**config.mk**
```make
export PLATFORM = sky130hd
export DESIGN_NAME = dpq_front
export DESIGN_NICKNAME = d
export VERILOG_FILES = /design/src/sv/dpq_pkg.sv /design/src/sv/dpq_front.sv
export SDC_FILE = /design/constraint.sdc
export NUM_CORES = 1
export LEC_CHECK = 0
export BUFFER_PORTS_ARGS = -buffer_cell sky130_fd_sc_hd__buf_4
export CAP_MARGIN = 20
export CORE_MARGIN = 3
export CORE_UTILIZATION = 39
export CTS_CLUSTER_DIAMETER = 60
export DETAILED_ROUTE_END_ITERATION = 10
export PLACE_DENSITY = 0.66
export SETUP_SLACK_MARGIN = 0.02
export SLEW_MARGIN = 15
export SYNTH_ARGS = -nofsm -noshare
export SYNTH_HDL_FRONTEND = slang
export SYNTH_SLANG_ARGS = --single-unit
```
**constraint.sdc**
```tcl
create_clock -name clock -period 16.25 [get_ports clock]
set_input_delay 2.4375 -clock clock [delete_from_list [all_inputs] [get_ports clock]]
set_output_delay 2.4375 -clock clock [all_outputs]
set_load 0.02 [all_outputs]
```
**src/sv/dpq_pkg.sv**
```systemverilog
package dpq_pkg;

   localparam int DPQ_POOL_DEPTH  = 64;
   localparam int DPQ_QUEUE_DEPTH = 2;
   localparam int DPQ_SQ_W        = 50;
   localparam int DPQ_RSQ_W       = 46;

   typedef enum logic [2:0] {
      REQ_INSERT = 3'd0,
      REQ_REMOVE = 3'd1,
      REQ_LOOKUP = 3'd2,
      REQ_QUERY  = 3'd3,
      REQ_CLEAR  = 3'd4
   } req_code_type;

   typedef enum logic [1:0] {
      STS_OK        = 2'd0,
      STS_NOT_FOUND = 2'd1,
      STS_FULL      = 2'd2,
      STS_DUP       = 2'd3
   } status_type;

   typedef struct packed {
      logic [2:0]         req_type;
      logic [15:0]        entry_id;
      logic signed [23:0] pos_x;
      logic signed [23:0] pos_y;
      logic signed [23:0] pos_z;
      logic [22:0]        query_range;
      logic [31:0]        entry_payload;
   } dpq_req_type;

   typedef struct packed {
      status_type         status;
      logic [15:0]        hit_id;
      logic signed [23:0] hit_x;
      logic signed [23:0] hit_y;
      logic signed [23:0] hit_z;
      logic [31:0]        hit_payload;
      logic               last_result;
   } dpq_rsp_type;

   typedef struct packed {
      logic [15:0]        id;
      logic signed [23:0] x;
      logic signed [23:0] y;
      logic signed [23:0] z;
      logic [31:0]        payload;
   } dpq_entry_type;

   typedef struct packed {
      req_code_type code;
      dpq_req_type  req;
   } dpq_cmd_type;

   typedef enum logic [3:0] {
      BK_IDLE,
      BK_RD,
      BK_CHK,
      BK_SQ,
      BK_CMP,
      BK_MOVE_RD,
      BK_MOVE_WR,
      BK_EMIT,
      BK_FINAL
   } bk_state_type;

endpackage

```
**src/sv/dpq_front.sv**
```systemverilog
module dpq_front (
   input  logic                 clock,
   input  logic                 reset,
   input  logic                 req_valid,
   output logic                 req_stall,
   input  dpq_pkg::dpq_req_type req_data,
   output logic                 q_valid,
   input  logic                 q_pop,
   output dpq_pkg::dpq_cmd_type q_cmd
);
   import dpq_pkg::*;

   localparam int QAW = $clog2(DPQ_QUEUE_DEPTH);
   localparam int QCW = $clog2(DPQ_QUEUE_DEPTH + 1);

   dpq_cmd_type    qmem_ff [DPQ_QUEUE_DEPTH];
   logic [QAW-1:0] wr_ptr_ff, wr_ptr_in;
   logic [QAW-1:0] rd_ptr_ff, rd_ptr_in;
   logic [QCW-1:0] fill_ff, fill_in;
   logic           known;
   logic           push;
   dpq_cmd_type    cmd;

   always_comb begin
      cmd.req  = req_data;
      cmd.code = REQ_INSERT;
      known    = 1'b1;
      unique case (req_data.req_type)
         REQ_INSERT: cmd.code = REQ_INSERT;
         REQ_REMOVE: cmd.code = REQ_REMOVE;
         REQ_LOOKUP: cmd.code = REQ_LOOKUP;
         REQ_QUERY:  cmd.code = REQ_QUERY;
         REQ_CLEAR:  cmd.code = REQ_CLEAR;
         default:    known = 1'b0;
      endcase
   end

   assign req_stall = (fill_ff == QCW'(DPQ_QUEUE_DEPTH));
   assign push      = req_valid && !req_stall && known;
   assign q_valid   = (fill_ff != '0);
   assign q_cmd     = qmem_ff[rd_ptr_ff];

   always_comb begin
      wr_ptr_in = wr_ptr_ff;
      rd_ptr_in = rd_ptr_ff;
      fill_in   = fill_ff;
      if (push) begin
         wr_ptr_in = (wr_ptr_ff == QAW'(DPQ_QUEUE_DEPTH - 1)) ? '0 : wr_ptr_ff + QAW'(1);
      end
      if (q_pop && q_valid) begin
         rd_ptr_in = (rd_ptr_ff == QAW'(DPQ_QUEUE_DEPTH - 1)) ? '0 : rd_ptr_ff + QAW'(1);
      end
      if (push && !(q_pop && q_valid)) begin
         fill_in = fill_ff + QCW'(1);
      end else if (!push && q_pop && q_valid) begin
         fill_in = fill_ff - QCW'(1);
      end
   end

   always_ff @(posedge clock) begin
      if (reset) begin
         wr_ptr_ff <= '0;
         rd_ptr_ff <= '0;
         fill_ff   <= '0;
      end else begin
         wr_ptr_ff <= wr_ptr_in;
         rd_ptr_ff <= rd_ptr_in;
         fill_ff   <= fill_in;
      end
   end

   always_ff @(posedge clock) begin
      if (push) begin
         qmem_ff[wr_ptr_ff] <= cmd;
      end
   end

endmodule

```
After elaboration in Yosys (flattened, before gate mapping)
Memories as Yosys holds them, arrays and structs flattened. A register that Yosys moved wholly into a read port is not among the register bits.
Index checks and enable logic that the tools add are counted.
{"block": "word_totals", "regBits": 4, "ramBits": 298, "input_bits": 150, "output_inout_bits": 151, "word_cells": 36, "memories": 1}
{"block": "classes", "addsub": 4, "n_eq_ne": 5, "mux": 10, "reduce_logical": 13}
{"memory": "qmem_ff", "words": 2, "word_bits": 149, "read_ports": 1, "rd_clocked_by_memory_dff": 1, "write_ports": 1, "line": "dpq_front.sv:16", "text": "dpq_cmd_type qmem_ff [DPQ_QUEUE_DEPTH];"}
{"op": "$pmux 3 s4", "n": 1}
{"op": "$mux 1", "n": 7}
{"op": "$eq 3x2->1 const B", "n": 2}
{"op": "$logic_and 1x1->1", "n": 6}
{"op": "$reduce_or 5->1", "n": 1}
{"op": "$mux 2", "n": 2}
{"op": "$reduce_bool 2->1", "n": 2}
{"op": "$eq 3x1->1 const B", "n": 1}
{"op": "$eq 3x3->1 const B", "n": 1}
{"op": "$logic_not 1->1", "n": 3}
{"op": "$logic_not 3->1", "n": 1}
{"op": "$add 1x1->1 const B", "n": 2}
{"op": "$add 2x1->2 const B", "n": 1}
{"op": "$eq 2x2->1 const B", "n": 1}
{"op": "$sub 2x1->2 const B", "n": 1}

Logic depth before layout (Yosys ltp)
Gate-level depths: netlist of the first run.
{"block": "logic_depth", "ltp_word": 9, "mapped_depth": 4}

Worst setup path before layout of the first run
OpenSTA, ideal clock, no wires.
{"block": "synth_timing", "path_type": "input to register", "startpoint": "input port req_data[143] (netlist name)", "endpoint": "memory qmem_ff[0][0] (netlist name), enable pin", "setup_ps": 1023, "arrival_time_ps": 16671, "required_ps": 15227, "setup_slack_ps": -1444, "stages": 2, "n_path_buf": 0, "path_cell_list": "o21a_1 > nor4_1"}
{"block": "synth_via", "elab_chain_cells": 6, "elab_cells_between_ends": 10, "cone_classes": "eq/ne: 4; mux: 3; reduce/logical: 3"}
{"element": "from (decl)", "line": "dpq_front.sv:6", "text": "input dpq_pkg::dpq_req_type req_data,"}
{"element": "$eq 3x3->1 (tied with other cells)", "line": "dpq_front.sv:28", "text": "unique case (req_data.req_type)"}
{"element": "$reduce_or 5->1 (no line) *"}
{"element": "$mux 1 *", "line": "dpq_front.sv:28"}
{"element": "$logic_and 1x1->1 *", "line": "dpq_front.sv:39", "text": "assign push = req_valid && !req_stall && known;"}
{"element": "$mux 1 *", "line": "dpq_front.sv:73", "text": "if (push) begin"}
{"element": "$mux 1 (not written as such) *", "line": "dpq_front.sv:74", "text": "qmem_ff[wr_ptr_ff] <= cmd;"}
{"element": "to (decl)", "line": "dpq_front.sv:16"}
Mark *: on every way between the ends. The rest lies on a longest branch, timed or not.

==> results of run 1 <==
## how the worst max path moves through the flow
stage                                            to     startpoint  slack [ps]  cells after the start
after floorplan             qmem_ff[0][0]$_DFFE_PP_  req_data[143]        4890                      2
after global placement    qmem_ff[0][113]$_DFFE_PP_  req_data[143]       11600                      4
after detailed placement   qmem_ff[0][37]$_DFFE_PP_  req_data[143]       11560                      4
after CTS                                 q_cmd[70]      flip-flop       11380                      3
after global routing                     q_cmd[110]      flip-flop       11370                      3
final                                    q_cmd[110]      flip-flop       11460                      3
## logic make-up (layout without fill, tap and decap cells)
group / after synthesis / count (layout) / synth area share
flops: 303 / 303 / 0.811
mux: 150 / 150 / 0.158
buf+inv: 19 / 365 / 0.0156
simple gates: 16 / 16 / 0.00886
compound gates: 8 / 8 / 0.00516
xor+xnor: 2 / 2 / 0.00157
other cells: 0 / 1 / 0
## critical path, stage by stage (launching register included)
cell and delay, ps:
sky130_fd_sc_hd__dfxtp_4 360, sky130_fd_sc_hd__buf_4 760, sky130_fd_sc_hd__mux2_2 430, sky130_fd_sc_hd__buf_4 160
## layout make-up
cell class,instances,area share
diodes,1,0.000170
clock buffers,37,0.0541
clock inverters,19,0.00950
inverters,2,0.000509
multi-input cells,176,0.133
flip-flops and latches,303,0.614
well taps,378,0.0321
repair buffers,307,0.158
## registers in the layout (all words and copies together) (netlist names), named ones only
name / count
fill_ff: 2
wr_ptr_ff: 1
qmem_ff: 298
rd_ptr_ff: 1
## cells in the final DEF (no fill, tap or decap), types with 2 or more instances in the layout
cell type / Yosys / final
sky130_fd_sc_hd__buf_4: 0 / 306
sky130_fd_sc_hd__edfxtp_1: 298 / 298
sky130_fd_sc_hd__mux2_2: 128 / 128
sky130_fd_sc_hd__clkbuf_16: 0 / 31
sky130_fd_sc_hd__mux2_4: 20 / 20
sky130_fd_sc_hd__clkinv_1: 0 / 9
sky130_fd_sc_hd__clkbuf_1: 0 / 6
sky130_fd_sc_hd__clkinv_2: 0 / 6
sky130_fd_sc_hd__nor2b_1: 4 / 4
sky130_fd_sc_hd__nor2_1: 4 / 4
sky130_fd_sc_hd__dfxtp_1: 5 / 4
sky130_fd_sc_hd__mux2_1: 2 / 2
sky130_fd_sc_hd__inv_1: 2 / 2
sky130_fd_sc_hd__o21ai_0: 2 / 2
sky130_fd_sc_hd__xor2_1: 2 / 2
sky130_fd_sc_hd__bufinv_16: 0 / 2
## stage by stage
stage	power (mW)	std cells
2_1_floorplan	1.07	498
3_3_place_gp	1.16	1165
3_5_place_dp	1.17	1165
4_1_cts	1.82	1221
5_1_grt	1.87	1223
6_report	1.80	1223
## layer usage
metal | GRT usage | wire length [um] | vias to the layer above
li1 | - | - | 2634
met1 | 0.171 | 8680 | 2746
met2 | 0.229 | 10700 | 215
met3 | 0.0415 | 1860 | 43
met4 | 0.0396 | 624 | 0
met5 | 0 | 0 | -
## power by group
part           switching (mW)  internal [mW]
logic                   0.125          0.113
registers             0.00805          0.902
clock network           0.272          0.379
==> impl_metrics.json, run 1 <==
{
  "detailroute.via_count": 5638,
  "p_leak_nw": 5.42,
  "totalNegativeSetupSlack_ps": 0,
  "cellPowerDensity_nw_per_um2": 122,
  "layout.core_utilization": 0.527,
  "grt.total_usage": 0.136,
  "synth.most_common_cell": "sky130_fd_sc_hd__edfxtp_1",
  "ctsResizeCount": 0,
  "tritoncts_clock_tree": "yes",
  "synth-edff-count": 298,
  "timing_hold_violations_final": 0,
  "grt_max_degree": 77,
  "setup_viol_count_final": 0,
  "synthesis.nets": 648,
  "placement.cell_area_um2": 13800,
  "syn_area_per_cell_um2": 22.4,
  "synthesis.area_um2": 11200,
  "ys_async_sr_fraction": 0,
  "io_pins": 301,
  "port_buffers": 300,
  "multi_input_gate_area_in_the_final_layout_um2": 1960,
  "grt_antenna_before_repair": 1,
  "min_period_over_period": 0.294,
  "final_nets": 970,
  "cts_inserted_buffers": 30,
  "holdCritStartpoint": "rd_ptr_ff$_SDFFE_PP0P_",
  "dp.final_hpwl_um": 14200,
  "synthDominantCellAreaShare": 0.802,
  "worst_r2r_path_depth": 3,
  "sequential_cell_area_um2": 9050,
  "area_growth_from_synthesis_to_layout_pct": 32.2,
  "placementRows": 61,
  "floorplan.die.height_um": 175,
  "fin_worst_skew_ps": 11.9,
  "die_w_um": 175,
  "cp.required_ps": 13810,
  "finalCriticalPeriod_ps": 4790,
  "root_buffer": "sky130_fd_sc_hd__clkbuf_16",
  "synth-seq-cells": 303,
  "first_pass_grt_wire_length_um": 32900,
  "worstHoldPathCells": 2,
  "slew_viol_final": 0,
  "routed_wirelength_um": 21900,
  "vias_in_the_first_global_route": 5921,
  "cp-end-kind": "output port",
  "ctsHtreeMaxLevel": 1,
  "critical_path.reg2reg.endpoint": "qmem_ff[0][65]$_DFFE_PP_",
  "initial_core_utilization": 0.398,
  "yosysWarningCount": 0,
  "avgRoutedWirePerCell_um": 17.9,
  "critical_path_class": "reg -> out",
  "synth_sequential_area_ratio": 0.811,
  "layout-drive-gt1-share": 0.595,
  "worst_pin_slew_ps": 1060,
  "final_worst_setup_slack_ps": 11460,
  "fillerInstances": 2252,
  "dp_worst_setup_slack_ps": 11560,
  "overflow": 0,
  "rsz0062_at_grt": "false",
  "clock_sinks": 303,
  "status": "finished, final reports clean",
  "max_freq_mhz": 209,
  "critical_path_peak_fanout": 71,
  "remaining_drc_errors": 0,
  "worst-r2r-setup-slack_ps": 13810,
  "maxCapViolations": 0,
  "hold_class": "reg -> reg",
  "routability_driven_placement_congestion_ratio": 0.706,
  "ys.flop_type": "sky130_fd_sc_hd__edfxtp_1",
  "post-synth-top-area-cell": "sky130_fd_sc_hd__edfxtp_1",
  "firstDrtPassIters": 6,
  "worst_hold_check_slack_ps": 504,
  "die-area_um2": 30700,
  "worstReg2RegStart": "fill_ff[0]$_SDFFE_PP0P_",
  "worst-endpoint-arrival_ps": 2350,
  "drt_initial_violations": 324,
  "number_of_different_library_cells_in_the_post_synthesis_netlist": 25,
  "netlist_instances": 498,
  "synthTopCellsByArea": "sky130_fd_sc_hd__edfxtp_1, sky130_fd_sc_hd__mux2_2, sky130_fd_sc_hd__mux2_4",
  "max-slew-margin-rel": 0.295,
  "setup.worst_path.start_class": "flip-flop",
  "worst_skew_pair.late_latency_ps": 530,
  "irDropWorstVdd_v": 0.0000845,
  "design_area_um2": 14800,
  "cts_buffer_depth": 3,
  "ys_top_cells_by_count": "sky130_fd_sc_hd__edfxtp_1, sky130_fd_sc_hd__mux2_2, sky130_fd_sc_hd__mux2_4, sky130_fd_sc_hd__buf_6, sky130_fd_sc_hd__dfxtp_1",
  "detail-route-antenna-nets": 0,
  "clk_pin_slew_ps": 60,
  "area_of_the_placeable_core_um2": 28000,
  "postCtsHoldBufs": 0,
  "avgViaCountPerCell": 4.61,
  "cts_setup_buffers": 0
}
No activity file was read; power rests on OpenSTA's default activity.
==> run 2, diff against run 1 <==
- ABC_AREA: not set -> 1
- PLACE_DENSITY: 0.66 -> 0.63
- clock period: 16.25 -> 4.8 ns (I/O delays scaled with it)
==> run 2 against run 1 <==
  * Cell area up 2.8%
  * Clock skew up 5.4 ps
  * Critical path depth unchanged
  * Largest power group unchanged
  * Critical path type unchanged
  * Non-clock buffer count shrank 1
  * Setup slack lost 9900 ps
  * Global-route usage is 0.057 points lower
  * Register-to-register slack worse by 11000 ps
  * Sequential cell count unchanged
  * Die area rose by 2.6%
  * Via count grew 0.80%
  * Synthesized cell count up 2.6%
  * First-iteration DRC count decreased by 9.9%
  * Largest cell class unchanged
==> impl_metrics.json, run 2 <==
{
  "final_nets": 986,
  "worst-endpoint-arrival_ps": 2510,
  "port_buffers": 300,
  "cts_buffer_depth": 3,
  "critical-path-max-stage-delay_ps": 1000,
  "synth-seq-cells": 303,
  "syn_area_per_cell_um2": 22.4,
  "max_freq_mhz": 310,
  "status": "finished, final reports clean",
  "detail-route-antenna-nets": 0,
  "postCtsHoldBufs": 0,
  "drt_initial_violations": 292,
  "final-instance-count-excl-fill": 1244,
  "die_w_um": 177,
  "ys.flop_type": "sky130_fd_sc_hd__edfxtp_1",
  "floorplan.die.height_um": 177,
  "synth_sequential_area_ratio": 0.790,
  "firstDrtPassIters": 6,
  "worst_r2r_path_depth": 5,
  "area_of_the_placeable_core_um2": 28900,
  "setup_viol_count_final": 0,
  "first_pass_grt_wire_length_um": 33000,
  "worstReg2RegStart": "fill_ff[0]$_SDFFE_PP0P_",
  "synthDominantCellAreaShare": 0.781,
  "timing.hold.worst_endpoint": "fill_ff[0]$_SDFFE_PP0P_",
  "design_area_um2": 15200,
  "tritoncts_clock_tree": "yes",
  "root_buffer": "sky130_fd_sc_hd__clkbuf_16",
  "io_pins": 301,
  "worst_skew_pair.late_latency_ps": 500,
  "worst-r2r-setup-slack_ps": 2760,
  "critical_path_peak_fanout": 59,
  "overflow": 0,
  "fin_worst_skew_ps": 17.3,
  "die-area_um2": 31500,
  "layout.core_utilization": 0.526,
  "critical_path.reg2reg.endpoint": "qmem_ff[1][74]$_DFFE_PP_",
  "rsz0062_at_grt": "false",
  "cts_inserted_buffers": 34,
  "timing_hold_violations_final": 0,
  "grt.total_usage": 0.136,
  "remaining_drc_errors": 0,
  "final_cell_mix": "sky130_fd_sc_hd__buf_4, sky130_fd_sc_hd__edfxtp_1, sky130_fd_sc_hd__mux2_4, sky130_fd_sc_hd__mux2_2, sky130_fd_sc_hd__clkbuf_16",
  "synth-edff-count": 298,
  "yosysWarningCount": 0,
  "ant_diodes": 0,
  "p_leak_nw": 5.79,
  "cp.required_ps": 4080,
  "number_of_different_library_cells_in_the_post_synthesis_netlist": 16,
  "worstHoldPathCells": 2,
  "synthesis.nets": 661,
  "critical_path.top_delay_family": "flip-flops",
  "ctsResizeCount": 0,
  "cellPowerDensity_nw_per_um2": 442,
  "worst-path-buf-inv": 2,
  "netlist_instances": 511,
  "placementRows": 62,
  "setup.worst_path.start_class": "flip-flop",
  "post-synth-top-area-cell": "sky130_fd_sc_hd__edfxtp_1",
  "largest_reg_flops": 298,
  "ys_top_cells_by_count": "sky130_fd_sc_hd__edfxtp_1, sky130_fd_sc_hd__mux2_4, sky130_fd_sc_hd__mux2_2, sky130_fd_sc_hd__buf_6, sky130_fd_sc_hd__nand2_1",
  "crit_chain": "buf_4 > mux2_4 > buf_4",
  "layout.cells.most_common": "sky130_fd_sc_hd__buf_4",
  "irDropWorstVdd_v": 0.000247,
  "maxCapViolations": 0,
  "finalCriticalPeriod_ps": 3230,
  "initial_core_utilization": 0.397,
  "worst_pin_slew_ps": 1000,
  "vias_in_the_first_global_route": 5977,
  "placement.cell_area_um2": 14100,
  "synthTopCellsByArea": "sky130_fd_sc_hd__edfxtp_1, sky130_fd_sc_hd__mux2_4, sky130_fd_sc_hd__mux2_2",
  "path_common_cell": "sky130_fd_sc_hd__buf_4",
  "cts_setup_buffers": 0,
  "totalNegativeSetupSlack_ps": 0,
  "avgViaCountPerCell": 4.57,
  "routed_wirelength_um": 22400,
  "crit_slowest_cell": "sky130_fd_sc_hd__dfxtp_4",
  "area_growth_from_synthesis_to_layout_pct": 32.4,
  "instance_count_after_placement_with_tap_cells_included": 1184,
  "critical_path_class": "reg -> out",
  "holdCritStartpoint": "reset",
  "hold_class": "in -> reg",
  "slew_viol_final": 0,
  "reg_top3": "qmem_ff: 298 flops, fill_ff: 2 flops",
  "min_period_over_period": 0.672,
  "synth.most_common_cell": "sky130_fd_sc_hd__edfxtp_1",
  "max-slew-margin-rel": 0.331,
  "clock_sinks": 303,
  "ctsHtreeMaxLevel": 2,
  "clk_pin_slew_ps": 60,
  "grt_antenna_before_repair": 1,
  "regMostFlops": "qmem_ff",
  "routability_driven_placement_congestion_ratio": 0.743,
  "avgRoutedWirePerCell_um": 18.0,
  "dp.final_hpwl_um": 14200,
  "detailroute.via_count": 5683,
  "layout-drive-gt1-share": 0.591,
  "worst_hold_check_slack_ps": 388,
  "synthesis.area_um2": 11500,
  "grt_max_degree": 151,
  "cp-end-kind": "output port",
  "ys_async_sr_fraction": 0
}
-- run 2: cell types whose count changed after synthesis, sizes merged, moves of 2 or more --
cell and change:
nand2 +9, inv +8, nor2 +5, nor2b -5, a21oi +4, nand3 +3, nor4 -2, xor2 -2
-- run 2: area by class of cell --
cell class,count,area [um^2]
clock buffer,47,973
clock inverter,13,65.1
fill,2383,13700
inverter,10,37.5
multi-input combinational,181,2210
sequential,303,9050
tap,384,480
timing repair buffer,306,2350
-- run 2: per-layer routing --
layer	GRT usage	wire length (um)	up-vias	part of all wire
met5	0	13	-	0.00058
met4	0.0504	677	2	0.030
met3	0.0561	2280	43	0.10
met2	0.213	10500	227	0.47
met1	0.168	8960	2757	0.40
li1	-	-	2654	-
-- run 2: worst max path at each step --
stage | start | endpoint | slack, ps | depth (start not counted)
3_3_place_gp | flip-flop | q_cmd[61] | 2070 | 3
2_1_floorplan | req_data[143] | qmem_ff[1][0]$_DFFE_PP_ | -540 | 3
4_1_cts | flip-flop | q_cmd[95] | 1490 | 3
6_report | flip-flop | q_cmd[95] | 1570 | 3
3_5_place_dp | flip-flop | q_cmd[10] | 2040 | 3
5_1_grt | flip-flop | q_cmd[4] | 1410 | 3
-- run 2: power breakdown --
part           internal [mW]  total [mW]  switching (mW)
clock                   1.42        2.37           0.957
combinational          0.584        1.16           0.576
sequential              3.10        3.17          0.0731
total                   5.10        6.70            1.61
-- run 2: through the flow --
step / worst slack [ps] / power [mW]
6_report: 1570 / 6.70
5_1_grt: 1410 / 6.98
4_1_cts: 1490 / 6.81
3_5_place_dp: 2040 / 4.41
3_3_place_gp: 2070 / 4.39
2_1_floorplan: -541 / 3.94
-- run 2: kinds of logic after synthesis --
logic type	synth area share
muxes	0.180
AOI/OAI and AO/OA	0.00349
buffers and inverters	0.0183
DFF	0.790
and+or+nand+nor	0.00885
